## config.mk

```make
export PLATFORM = sky130hd
export DESIGN_NAME = echo_distance_setpoint_comparator
export DESIGN_NICKNAME = d
export VERILOG_FILES = /design/src/hdl/edsc_pkg.sv /design/src/hdl/edsc_round.sv /design/src/hdl/echo_distance_setpoint_comparator.sv
export VERILOG_INCLUDE_DIRS = /design/src /design/src/hdl
export SDC_FILE = /design/constraint.sdc
export NUM_CORES = 1
export LEC_CHECK = 0
export BUFFER_PORTS_ARGS = -buffer_cell sky130_fd_sc_hd__buf_4
export CAP_MARGIN = 20
export CORE_MARGIN = 5
export CORE_UTILIZATION = 45
export DETAILED_ROUTE_END_ITERATION = 10
export GPL_ROUTABILITY_DRIVEN = 0
export GPL_TIMING_DRIVEN = 0
export SYNTH_ARGS = -nofsm -noshare
export SYNTH_HDL_FRONTEND = slang
export SYNTH_SLANG_ARGS = --single-unit
```

## constraint.sdc

```tcl
create_clock -name clk -period 16.8 [get_ports clk]
set_clock_uncertainty 0.1 [all_clocks]
set_input_delay 3.36 -clock clk [delete_from_list [all_inputs] [get_ports clk]]
set_output_delay 3.36 -clock clk [all_outputs]
set_load 0.02 [all_outputs]
```

## src/hdl/echo_distance_setpoint_comparator_macros.svh

```systemverilog
// Assertion macros for the comparator RTL.
`ifndef ECHO_DISTANCE_SETPOINT_COMPARATOR_MACROS_SVH
`define ECHO_DISTANCE_SETPOINT_COMPARATOR_MACROS_SVH

`ifndef SYNTH
// Same-cycle implication under an active-low reset.
`define EDSC_ASSERT_IMP(lbl, clk_s, rst_s, ante, cons) \
    lbl: assert property (@(posedge clk_s) disable iff (!rst_s) (ante) |-> (cons)) \
        else $error("edsc assertion failed");
// Next-cycle implication under an active-low reset.
`define EDSC_ASSERT_NXT(lbl, clk_s, rst_s, ante, cons) \
    lbl: assert property (@(posedge clk_s) disable iff (!rst_s) (ante) |=> (cons)) \
        else $error("edsc assertion failed");
`else
`define EDSC_ASSERT_IMP(lbl, clk_s, rst_s, ante, cons)
`define EDSC_ASSERT_NXT(lbl, clk_s, rst_s, ante, cons)
`endif

`endif

```

## src/hdl/edsc_pkg.sv

```systemverilog
package edsc_pkg;

    // Configuration register indexes
    localparam int CFG_INDEX_W = 2;
    localparam logic [CFG_INDEX_W-1:0] CFG_MIN_ECHO = 2'd0;
    localparam logic [CFG_INDEX_W-1:0] CFG_MAX_ECHO = 2'd1;

    localparam logic [15:0] MIN_ECHO_RESET = 16'd100;
    localparam logic [15:0] MAX_ECHO_RESET = 16'd25000;
    localparam logic [7:0]  SETPOINT_RESET = 8'd50;

    // ticks / 58 as (ticks * 18079) >> 20, exact for all 16-bit ticks
    localparam logic [14:0] RECIP_M     = 15'd18079;
    localparam int          RECIP_SHIFT = 20;
    // 255 * 58: at or above this the distance saturates
    localparam logic [15:0] SAT_TICKS   = 16'd14790;
    localparam logic [7:0]  SAT_LIMIT   = 8'd255;

    localparam logic [7:0] RX_OFFSET  = 8'd128;
    localparam logic [7:0] ASCII_ZERO = 8'h30;
    localparam logic [7:0] ASCII_NINE = 8'h39;

    // Digit count value at which the next digit closes an entry
    localparam logic [1:0] LAST_DIGIT = 2'd2;

    typedef struct packed {
        logic [15:0] echo_ticks;
        logic        byte_valid;
        logic [7:0]  rx_byte;
    } round_t;

    typedef struct packed {
        logic       in_range;
        logic [7:0] distance_cm;
        logic [7:0] setpoint_cm;
        logic       drive_back;
        logic       drive_forward;
        logic       echo_valid;
        logic [5:0] echo_char;
        logic       entry_done;
        logic       entry_invalid;
    } result_t;

    typedef struct packed {
        logic [7:0] setpoint;
        logic [1:0] digit_count;
        logic       drive_back;
        logic       drive_forward;
    } ctrl_state_t;

    typedef struct packed {
        logic       en;
        logic       idx;
        logic [3:0] digit;
    } digit_wr_t;

endpackage

```

## src/hdl/edsc_round.sv

```systemverilog
module edsc_round
    import edsc_pkg::*;
(
    input  round_t      item,
    input  logic [15:0] min_echo_ticks,
    input  logic [15:0] max_echo_ticks,
    input  ctrl_state_t state,
    input  logic [3:0]  digit0,
    input  logic [3:0]  digit1,
    output ctrl_state_t state_next,
    output digit_wr_t   digit_wr,
    output result_t     result
);

    logic        range_ok;
    logic [30:0] prod;
    logic [7:0]  dist_cm;
    logic [7:0]  chr;
    logic        is_digit;
    logic        take;
    logic [3:0]  digit;
    logic [9:0]  entry_val;
    logic        done;
    logic        inval;

    always_comb
    begin
        range_ok = (item.echo_ticks > min_echo_ticks) && (item.echo_ticks < max_echo_ticks);
        prod     = 31'(item.echo_ticks) * 31'(RECIP_M);
        if (!range_ok)
            dist_cm = 8'd0;
        else if (item.echo_ticks >= SAT_TICKS)
            dist_cm = SAT_LIMIT;
        else
            dist_cm = prod[RECIP_SHIFT +: 8];

        chr      = item.rx_byte - RX_OFFSET;
        is_digit = chr inside {[ASCII_ZERO:ASCII_NINE]};
        take     = range_ok && item.byte_valid && is_digit;
        digit    = 4'(chr - ASCII_ZERO);

        entry_val = 10'(digit0) * 10'd100 + 10'(digit1) * 10'd10 + 10'(digit);
        done      = take && (state.digit_count == LAST_DIGIT);
        inval     = done && (entry_val >= 10'(SAT_LIMIT));

        state_next = state;
        if (take)
            state_next.digit_count = done ? 2'd0 : state.digit_count + 2'd1;
        if (done && !inval)
            state_next.setpoint = entry_val[7:0];
        if (range_ok)
        begin
            state_next.drive_back    = dist_cm > state_next.setpoint;
            state_next.drive_forward = dist_cm < state_next.setpoint;
        end

        // Third digit is used directly and never stored
        digit_wr.en    = take && !done;
        digit_wr.idx   = state.digit_count[0];
        digit_wr.digit = digit;

        result.in_range      = range_ok;
        result.distance_cm   = dist_cm;
        result.setpoint_cm   = state_next.setpoint;
        result.drive_back    = state_next.drive_back;
        result.drive_forward = state_next.drive_forward;
        result.echo_valid    = take;
        result.echo_char     = take ? chr[5:0] : 6'd0;
        result.entry_done    = done;
        result.entry_invalid = inval;
    end

endmodule

```

## src/hdl/echo_distance_setpoint_comparator.sv

```systemverilog
// Echo distance setpoint comparator.
//
// Round channel (round_valid / round_stall / round_item): one item per
// measurement round carrying the echo length in ticks and an optional serial
// byte. Result channel (result_valid / result_stall / result_item): exactly
// one result item per round item, in order.
// Config channel (cfg_valid / cfg_ready / cfg_index / cfg_data): index 0 is
// the lower echo limit, index 1 the upper one; other indexes are ignored.
// cfg_ready is always high. Write only while no round is in flight.
//
// An accepted item passes through the input register and then the result
// register. Throughput: one item per cycle while the receiver does not stall,
// set by the single pass through the input register, the 16x15 reciprocal
// multiply and the setpoint compare ahead of the result register.
// When the receiver stalls, the result holds; one more item still enters the
// input register, after which round_stall rises until the result is taken.
// Reset: limits 100/25000, setpoint 50, digit count 0, both drive lines off,
// pipeline empty.
`include "echo_distance_setpoint_comparator_macros.svh"

module echo_distance_setpoint_comparator
    import edsc_pkg::*;
(
    input  logic                   clk,
    input  logic                   rst_n,
    input  logic                   round_valid,
    output logic                   round_stall,
    input  round_t                 round_item,
    output logic                   result_valid,
    input  logic                   result_stall,
    output result_t                result_item,
    input  logic                   cfg_valid,
    output logic                   cfg_ready,
    input  logic [CFG_INDEX_W-1:0] cfg_index,
    input  logic [15:0]            cfg_data
);

    logic        s1_valid_reg;
    round_t      s1_item_reg;
    logic        out_valid_reg;
    result_t     out_item_reg;
    ctrl_state_t state_reg;
    ctrl_state_t state_next;
    logic [15:0] min_echo_reg;
    logic [15:0] max_echo_reg;
    logic [3:0]  digit_store_reg [2];
    digit_wr_t   digit_wr;
    result_t     round_result;
    logic        out_free;
    logic        advance;
    logic        accept;

    // Output slot frees when empty or being taken this cycle
    assign out_free    = !out_valid_reg || !result_stall;
    assign advance     = s1_valid_reg && out_free;
    assign round_stall = s1_valid_reg && !out_free;
    assign accept      = round_valid && !round_stall;
    assign cfg_ready   = 1'b1;

    assign result_valid = out_valid_reg;
    assign result_item  = out_item_reg;

    edsc_round u_round (
        .item           (s1_item_reg),
        .min_echo_ticks (min_echo_reg),
        .max_echo_ticks (max_echo_reg),
        .state          (state_reg),
        .digit0         (digit_store_reg[0]),
        .digit1         (digit_store_reg[1]),
        .state_next     (state_next),
        .digit_wr       (digit_wr),
        .result         (round_result)
    );

    // Configuration registers
    always_ff @(posedge clk or negedge rst_n)
    begin
        if (!rst_n)
        begin
            min_echo_reg <= MIN_ECHO_RESET;
            max_echo_reg <= MAX_ECHO_RESET;
        end
        else if (cfg_valid && cfg_ready)
        begin
            case (cfg_index)
                CFG_MIN_ECHO: min_echo_reg <= cfg_data;
                CFG_MAX_ECHO: max_echo_reg <= cfg_data;
                default:      ;
            endcase
        end
    end

    // Input register: load on accept, drain when the item moves on
    always_ff @(posedge clk or negedge rst_n)
    begin
        if (!rst_n)
            s1_valid_reg <= 1'b0;
        else if (accept)
            s1_valid_reg <= 1'b1;
        else if (advance)
            s1_valid_reg <= 1'b0;
    end

    always_ff @(posedge clk)
    begin
        if (accept)
            s1_item_reg <= round_item;
    end

    // Result register: load on advance, drop once taken
    always_ff @(posedge clk or negedge rst_n)
    begin
        if (!rst_n)
            out_valid_reg <= 1'b0;
        else if (advance)
            out_valid_reg <= 1'b1;
        else if (!result_stall)
            out_valid_reg <= 1'b0;
    end

    always_ff @(posedge clk)
    begin
        if (advance)
            out_item_reg <= round_result;
    end

    // Control state commits exactly once per item, as it leaves the input register
    always_ff @(posedge clk or negedge rst_n)
    begin
        if (!rst_n)
        begin
            state_reg.setpoint      <= SETPOINT_RESET;
            state_reg.digit_count   <= 2'd0;
            state_reg.drive_back    <= 1'b0;
            state_reg.drive_forward <= 1'b0;
        end
        else if (advance)
            state_reg <= state_next;
    end

    // Digit store holds the first two digits of an entry; no reset
    always_ff @(posedge clk)
    begin
        if (advance && digit_wr.en)
            digit_store_reg[digit_wr.idx] <= digit_wr.digit;
    end

    `EDSC_ASSERT_IMP(a_drive_exclusive, clk, rst_n, out_valid_reg,
        !(out_item_reg.drive_back && out_item_reg.drive_forward))
    `EDSC_ASSERT_IMP(a_invalid_needs_done, clk, rst_n,
        out_valid_reg && out_item_reg.entry_invalid, out_item_reg.entry_done)
    `EDSC_ASSERT_IMP(a_setpoint_below_sat, clk, rst_n, 1'b1,
        state_reg.setpoint != SAT_LIMIT)
    `EDSC_ASSERT_IMP(a_count_bounded, clk, rst_n, 1'b1, state_reg.digit_count != 2'd3)
    `EDSC_ASSERT_NXT(a_item_reaches_output, clk, rst_n, s1_valid_reg && out_free,
        out_valid_reg && (out_item_reg.setpoint_cm == state_reg.setpoint))

endmodule
```

==> results_dict.tcl, run 1 <==
set metrics [dict create \
    initial_core_util_pct 45.8 \
    drc 0 \
    firstDrtPassIters 5 \
    grt_use_met2_pct 27.4 \
    final_common_cell "inv_1" \
    crit_path_cell_trace "fa_1 -> inv_1 -> fa_1 -> inv_1 -> fa_1 -> fa_1 -> fa_1 -> inv_1 -> fa_1 -> inv_1 -> ha_1 -> and4_1 -> a221oi_1 -> o21a_1 -> o21ai_0 -> a2111oi_0 -> and4b_1 -> ha_1 -> o21ai_0 -> nand2b_1 -> a21oi_1 -> o21a_1 -> or4_1 -> nand2_1" \
    critPathKind "flop to flop" \
    drtIter0Drc 255 \
    crit_path_end_kind "flop" \
    p_per_area_mw_per_mm2 145 \
    hpwl_mm 17.2 \
    globalRouteMet1Util_pct 24.0 \
    p_seq_share_pct 20.8 \
    crit_start "s1_item_reg[22]$_DFFE_PP_" \
    worst_pin_slew_ns 0.898 \
    synthesis.area_mm2 0.00999 \
    grt_pass1_vias 6662 \
    num_rows 54 \
    fp.dieH_um 159 \
    crit_path_frequent_cell "fa_1" \
    netlist_instances 907 \
    cp.buffers_inverters 4 \
    cpPeakStageDelay_ns 0.63 \
    maxCapViolations 0 \
    yosys_most_used_dff "edfxtp_1" \
    num_vias 6416 \
    cts_made_buffers 9 \
    hold_path_class "flop to flop" \
    clock_latency_ns 0.35 \
    final_cell_mix "inv_1 (204), ha_1 (179), fa_1 (89)" \
    internal-power_uw 888 \
    core-area_mm2 0.0218 \
    p_switching_uw 739 \
    grt_usage_pct 16.9 \
    syn2layout_area_growth_pct 12.6 \
    routed_wirelength_mm 20.7 \
    postCtsHoldBufs 0 \
    crit_path_start_kind "flop" \
    use_met3_pct 3.13 \
    ir_worst_vdd_uv 86.7 \
    period_share_pct 46.5 \
    detail-route-antenna-nets 0 \
    switching_share_pct 45.4 \
    reg2reg_slack_ns 8.98 \
    async_reset_ff_share_pct 43.0 \
    cts_max_level 3 \
    preCtsSetupSlack_ns 9.00 \
    slew_viol_final 0 \
    synth_cell_type_count 61 \
    cp_top_family "adder cells" \
    synth.net_count 1223 \
    via_per_inst 5.00 \
    period_needed_ns 7.82 \
    drive_gt1_share_pct 15.4 \
    worstReg2RegEnd "result_item[10]$_DFFE_PP_" \
    reg2reg_from "s1_item_reg[22]$_DFFE_PP_" \
    timing.fmax_mhz 128 \
    io_buffers 77 \
    crit_path_max_fanout 9 \
    cts_tree "yes" \
    num-nets-final 1313 \
    grt_max_degree 47 \
    cp_num_cells 24 \
    chipWidth_um 159 \
    antenna_found_initial 0 \
    p_leak_nw 5.56 \
    tns_ns 0 \
    root_buffer "clkbuf_16" \
    synth.avg_cell_area_um2 11.0 \
    hold_viol 0 \
    antenna_cells 0 \
    comb_power_share_pct 67.1 \
    synth.ff_latch_count 107 \
    outcome "finished clean" \
    arrival_ns 7.93 \
    ys_seq_area_share_pct 30.0 \
    cp.required_ns 16.91 \
    crit_slowest_cell "edfxtp_1" \
    ctsResizeCount 0 \
    overflow 0 \
    clk_pin_slew_worst_paths_ns 0.07 \
    rr_worst_depth 24 \
    fp.dieArea_mm2 0.0253 \
    clkPwrFrac_pct 12.1 \
    final_util_pct 51.5 \
    setup_viol 0 \
    crit_end "result_item[10]$_DFFE_PP_" \
    wl_per_cell_um 16.1 \
    grt_pass1_wl_mm 34.8 \
    slew_headroom_pct 39.7 \
    io-pin-count 79 \
    layout_setup_ws_ns 8.98 \
    rsz0062_at_grt "false" \
    synth_edf_count 61 \
    globalRoute.busiestLayer "met2" \
    post_cts_buffers 0 \
    cts.path.max_buffers 2 \
    cts_sinks 107 \
    largest_reg_flops 28 \
    ys_warn_count 0 \
]
[power groups by stage]
stage	sequential [mW]	combinational, mW	clock [mW]
2_1_floorplan	0.349	0.798	0
3_3_place_gp	0.344	1.07	0
3_5_place_dp	0.344	1.09	0
4_1_cts	0.339	1.11	0.204
5_1_grt	0.342	1.27	0.217
6_report	0.338	1.09	0.198
[cell type report]
class                   count  area [um^2]
multi-input cells         589         6190
clock buffers               9          225
flip-flops and latches    107         3000
plain buffers               7         37.5
clock inverters             7         52.6
repair buffers             79          633
well taps                 280          350
fillers                  1968        10600
inverters                 204          766
[cell families (layout without fill, tap and decap cells)]
kind of cell	count (synthesis)	after routing	share of synthesized area (%)
simple gates	135	135	7.23
buf+inv	211	306	8.04
flops	107	107	30.0
xor+xnor	22	22	1.93
other cells	1	1	0.0375
compound gates	120	120	7.62
mux	43	43	4.87
fa+ha+maj	268	268	40.3
[worst min path at each step]
| stage | depth (start not counted) | to | startpoint |
|---|---|---|---|
| finish | 1 | state_reg[4]$_DFFE_PN0P_ | state_reg[4]$_DFFE_PN0P_ |
| global route | 1 | state_reg[4]$_DFFE_PN0P_ | state_reg[4]$_DFFE_PN0P_ |
| CTS | 1 | state_reg[4]$_DFFE_PN0P_ | state_reg[4]$_DFFE_PN0P_ |
| detailed placement | 1 | state_reg[4]$_DFFE_PN0P_ | state_reg[4]$_DFFE_PN0P_ |
| global placement | 1 | state_reg[4]$_DFFE_PN0P_ | state_reg[4]$_DFFE_PN0P_ |
| floorplan | 1 | state_reg[4]$_DFFE_PN0P_ | state_reg[4]$_DFFE_PN0P_ |
[worst register-to-register path: stages (launching register included)]
cell and delay, ns:
edfxtp_1 0.63, fa_1 0.64, inv_1 0.05, fa_1 0.48, inv_1 0.05, fa_1 0.52
fa_1 0.44, fa_1 0.55, inv_1 0.06, fa_1 0.55, inv_1 0.05, ha_1 0.33
and4_1 0.25, a221oi_1 0.51, o21a_1 0.24, o21ai_0 0.17, a2111oi_0 0.44, and4b_1 0.27
ha_1 0.30, o21ai_0 0.08, nand2b_1 0.08, a21oi_1 0.06, o21a_1 0.21, or4_1 0.51
nand2_1 0.12
[Yosys cell counts (all sizes together) (10+ instances only)]
cell type  count  area [um^2]
inv          204          766
ha           179         2240
fa            89         1780
edfxtp        61         1830
nand2         42          158
o21ai         37          189
mux2          36          417
dfrtp         34          851
a21oi         31          155
nor2          20         75.1
a21o          15          113
nor3          13         65.1
xnor2         13          114
dfstp         12          315
nand3         11         55.1
nand4         10         62.6
[through the flow]
step / instance area, um^2 / instances / hold WS [ns] / power, mW
3_3_place_gp: 10900 / 1264 / 0.367 / 1.42
5_1_grt: 11200 / 1282 / 0.407 / 1.83
4_1_cts: 11200 / 1282 / 0.392 / 1.65
6_report: 11200 / 1282 / 0.387 / 1.63
2_1_floorplan: 9990 / 907 / 0.354 / 1.15
3_5_place_dp: 11000 / 1266 / 0.374 / 1.44
[layer usage]
metal | share of wire (%) | vias to the layer above | wire length (um)
met2 | 47 | 91 | 9680
met3 | 3.4 | 15 | 706
met5 | 0 | - | 0
met4 | 0.97 | 0 | 200
met1 | 49 | 3068 | 10100
li1 | - | 3242 | -
Note: power is estimated with default switching activity, not from simulation.
==> inputs of run 2 (changes only) <==
Settings changed: PLACE_DENSITY set to 0.65.
Clock period 16.8 ns to 6.65 ns, I/O delays scaled along.
==> results_dict.tcl, run 2 (synthesis results as in run 1) <==
set metrics [dict create \
    initial_core_util_pct 45.8 \
    grt_pass1_vias 7006 \
    fp.dieH_um 159 \
    overflow 0 \
    layout_setup_ws_ns -0.232 \
    clk_pin_slew_worst_paths_ns 0.08 \
    clock_latency_ns 0.35 \
    maxCapViolations 0 \
    cp.required_ns 6.82 \
    cts_max_level 3 \
    cts_tree "yes" \
    detail-route-antenna-nets 0 \
    routed_wirelength_mm 20.8 \
    slew_headroom_pct 36.4 \
    cts.path.max_buffers 2 \
    hold_viol 0 \
    grt_pass1_wl_mm 35.2 \
    arrival_ns 7.05 \
    syn2layout_area_growth_pct 19.3 \
    hold_depth 1 \
    p_leak_nw 5.85 \
    wl_per_cell_um 15.6 \
    grt_usage_pct 16.9 \
    root_buffer "clkbuf_16" \
    p_per_area_mw_per_mm2 427 \
    fp.dieArea_mm2 0.0253 \
    critPathKind "flop to flop" \
    hpwl_mm 16.8 \
    setup_viol 4 \
    slew_viol_final 0 \
    period_needed_ns 6.88 \
    timing.fmax_mhz 145 \
    preCtsSetupSlack_ns -0.726 \
    outcome "complete, but fails checks" \
    num-nets-final 1364 \
    core-area_mm2 0.0218 \
    firstDrtPassIters 4 \
    final_cell_mix "inv_1 (198), ha_1 (171), buf_4 (126)" \
    chipWidth_um 159 \
    design_area_mm2 0.0119 \
    via_per_inst 5.00 \
    violations "negative setup slack" \
    crit_path_end_kind "flop" \
    drtIter0Drc 211 \
    cpPeakStageDelay_ns 0.56 \
    rsz0062_at_grt "true" \
    tns_ns -0.752 \
    cts_sinks 107 \
    drc 0 \
    antenna_cells 0 \
    hold_ws_ns 0.386 \
    cts_made_buffers 9 \
    io-pin-count 79 \
    num_rows 54 \
    crit_path_max_fanout 6 \
    period_share_pct 103 \
    worst_pin_slew_ns 0.948 \
    final_common_cell "inv_1" \
    fillerInstances 1887 \
    largest_reg_flops 28 \
    grt_max_degree 47 \
    rr_worst_depth 28 \
    postCtsHoldBufs 0 \
    drive_gt1_share_pct 23.0 \
    crit_path_frequent_cell "fa_1" \
    ir_worst_vdd_uv 326 \
    crit_path_start_kind "flop" \
    antenna_found_initial 0 \
    num_vias 6660 \
    hold_path_class "flop to flop" \
    io_buffers 77 \
    postPlaceCellArea_mm2 0.0110 \
    crit_slowest_cell "fa_1" \
]
-- run 2: worst paths after layout --
check | slack (ns) | from | endpoint
max | -0.23 | s1_item_reg[22]$_DFFE_PP_ | state_reg[1]$_DFFE_PN0P_
min | 0.39 | state_reg[4]$_DFFE_PN0P_ | state_reg[4]$_DFFE_PN0P_
max reg2reg | -0.23 | s1_item_reg[22]$_DFFE_PP_ | state_reg[1]$_DFFE_PN0P_
min reg2reg | 0.39 | state_reg[4]$_DFFE_PN0P_ | state_reg[4]$_DFFE_PN0P_
max in group asynchronous | 5.15 | rst_n | state_reg[11]$_DFFE_PN0P_
min in group asynchronous | 0.89 | rst_n | max_echo_reg[6]$_DFFE_PN0P_
-- run 2: per-stage QoR --
| stage | util, % | cells | power [mW] |
|---|---|---|---|
| finish | 54.6 | 1333 | 5.09 |
| global route | 54.6 | 1333 | 5.61 |
| CTS | 53.8 | 1321 | 4.81 |
| detailed placement | 50.3 | 1265 | 3.72 |
| global placement | 50.2 | 1264 | 3.69 |
| floorplan | - | 907 | 3.02 |
-- run 2: critical path: cells and delay by family (launching register included) --
family	cells	cell delay, ns
fa+ha+maj	8	3.61
compound gates	9	1.33
simple gates	4	0.72
buf+inv	6	0.52
flops	1	0.39
xor+xnor	1	0.12
-- run 2: per-layer routing --
metal  GRT usage, %  vias up  wire length, um
met5              0        -                0
met4           2.40        0               98
met3           3.29        8              922
met2           28.5      108            10000
met1           23.4     3216             9730
li1               -     3328                -
-- run 2: power breakdown --
group          internal (mW)  leakage (nW)  switching [mW]
combinational           1.79          4.57            1.94
sequential             0.799          1.13          0.0385
clock                  0.279         0.140           0.244
total                   2.87          5.85            2.22
-- run 2: area by class of cell --
cell class / count / area (um^2) / share of cell area (%)
Tap cell: 280 / 350 / 2.94
Clock buffer: 11 / 253 / 2.12
Clock inverter: 5 / 43.8 / 0.367
Timing Repair Buffer: 130 / 1040 / 8.75
Multi-Input combinational cell: 589 / 6430 / 53.9
Sequential cell: 107 / 3000 / 25.2
Inverter: 204 / 766 / 6.43
Buffer: 7 / 37.5 / 0.315
-- run 2: repair_timing --
item / CTS / global route
pin swaps: 26 / 20
setup endpoints to repair: 4 / 4
gates resized for setup: 31 / 10
gates cloned: 0 / 0
setup buffers: 40 / 11
endpoints found under the hold margin: 0 / 0
==> inputs of run 3 (changes only) <==
Settings changed: PLACE_DENSITY 0.65 to 0.71.
Clock period 6.65 ns to 6.31 ns, I/O delays scaled along.
==> results_dict.tcl, run 3 (synthesis results as in run 1) <==
set metrics [dict create \
    crit_path_end_kind "flop" \
    detail-route-antenna-nets 0 \
    arrival_ns 6.88 \
    overflow 0 \
    grt_usage_pct 16.8 \
    p_leak_nw 5.83 \
    wl_per_cell_um 16.0 \
    worst_pin_slew_ns 0.928 \
    grt_pass1_vias 7042 \
    reg2reg_slack_ns -0.57 \
    crit_path_start_kind "flop" \
    num-nets-final 1359 \
    fp.dieH_um 159 \
    cp_top_family "adder cells" \
    hold_viol 0 \
    maxCapViolations 0 \
    cp.buffers_inverters 6 \
    period_share_pct 109 \
    largest_reg_flops 28 \
    critPathKind "flop to flop" \
    design_area_mm2 0.0119 \
    root_buffer "clkbuf_16" \
    postPlaceCellArea_mm2 0.0110 \
    hold_path_class "flop to flop" \
    final_common_cell "inv_1" \
    layout_setup_ws_ns -0.565 \
    fp.dieArea_mm2 0.0253 \
    cpPeakStageDelay_ns 0.54 \
    drtIter0Drc 249 \
    p_per_area_mw_per_mm2 446 \
    cts_max_level 3 \
    antenna_cells 0 \
    routed_wirelength_mm 21.2 \
    via_per_inst 5.11 \
    ir_worst_vdd_uv 387 \
    crit_slowest_cell "fa_1" \
    clock_latency_ns 0.36 \
    antenna_found_initial 0 \
    core-area_mm2 0.0218 \
    chipWidth_um 159 \
    syn2layout_area_growth_pct 19.1 \
    rsz0062_at_grt "true" \
    cts_tree "yes" \
    num_rows 54 \
    period_needed_ns 6.88 \
    grt_max_degree 47 \
    crit_path_frequent_cell "fa_1" \
    firstDrtPassIters 6 \
    outcome "complete, but fails checks" \
    drc 0 \
    cts.path.max_buffers 2 \
    cp.required_ns 6.31 \
    io_buffers 77 \
    hpwl_mm 16.8 \
    timing.fmax_mhz 145 \
    violations "negative setup slack" \
    tns_ns -2.13 \
    slew_viol_final 0 \
    cts_sinks 107 \
    initial_core_util_pct 45.8 \
    grt_pass1_wl_mm 35.0 \
    drive_gt1_share_pct 22.8 \
    slew_headroom_pct 37.7 \
    setup_viol 4 \
    crit_path_max_fanout 7 \
    cts_made_buffers 9 \
    final_cell_mix "inv_1 (196), ha_1 (169), buf_4 (118)" \
    io-pin-count 79 \
    num_vias 6788 \
    clk_pin_slew_worst_paths_ns 0.08 \
]
-- run 3: final timing paths --
check	cells after the start	endpoint	startpoint
max	27	result_item[10]$_DFFE_PP_	s1_item_reg[22]$_DFFE_PP_
min	1	state_reg[4]$_DFFE_PN0P_	state_reg[4]$_DFFE_PN0P_
max in group asynchronous	1	state_reg[3]$_DFFE_PN0P_	rst_n
min reg2reg	1	state_reg[4]$_DFFE_PN0P_	state_reg[4]$_DFFE_PN0P_
min in group asynchronous	1	max_echo_reg[4]$_DFFE_PN0P_	rst_n
max reg2reg	27	result_item[10]$_DFFE_PP_	s1_item_reg[22]$_DFFE_PP_
-- run 3: area by class of cell --
cell class                 instances  area, um^2
inverter                         204         766
timing repair buffer             125        1040
clock inverter                     7        51.3
sequential                       107        3000
buffer                             7        37.5
clock buffer                       9         225
tap                              280         350
multi-input combinational        589        6440
fill                            1846        9920
-- run 3: routing by layer --
| metal | routed length, um | part of all wire (%) | GRT usage, % |
|---|---|---|---|
| met1 | 9620 | 45 | 22.1 |
| met2 | 10400 | 49 | 28.6 |
| met3 | 889 | 4.2 | 3.75 |
| met4 | 280 | 1.3 | 3.92 |
| met5 | 0 | 0 | 0 |
-- run 3: where the power goes --
| group | internal, mW | switching (mW) | leakage, nW |
|---|---|---|---|
| combinational | 1.85 | 2.04 | 4.56 |
| clock | 0.270 | 0.263 | 0.134 |
| sequential | 0.843 | 0.0441 | 1.13 |
-- run 3: stage by stage --
stage          std cells  utilization (%)  hold slack [ns]  setup slack [ns]  power, mW
5_1_grt             1328             54.5            0.397            -0.818       5.83
2_1_floorplan        907                -            0.354            -0.186       3.30
3_3_place_gp        1264             50.4            0.363            -0.876       3.98
4_1_cts             1323             54.0            0.389            -0.482       5.05
6_report            1328             54.5            0.385            -0.565       5.31
3_5_place_dp        1265             50.5            0.371            -0.972       4.06
-- run 3: what timing repair did --
item                                    CTS  global route
pin swaps                                21            17
endpoints found under the hold margin     0             0
hold buffers                              0             0
endpoints found under the setup margin    4             4
gates resized for setup                  21            10
setup buffers                            42             4
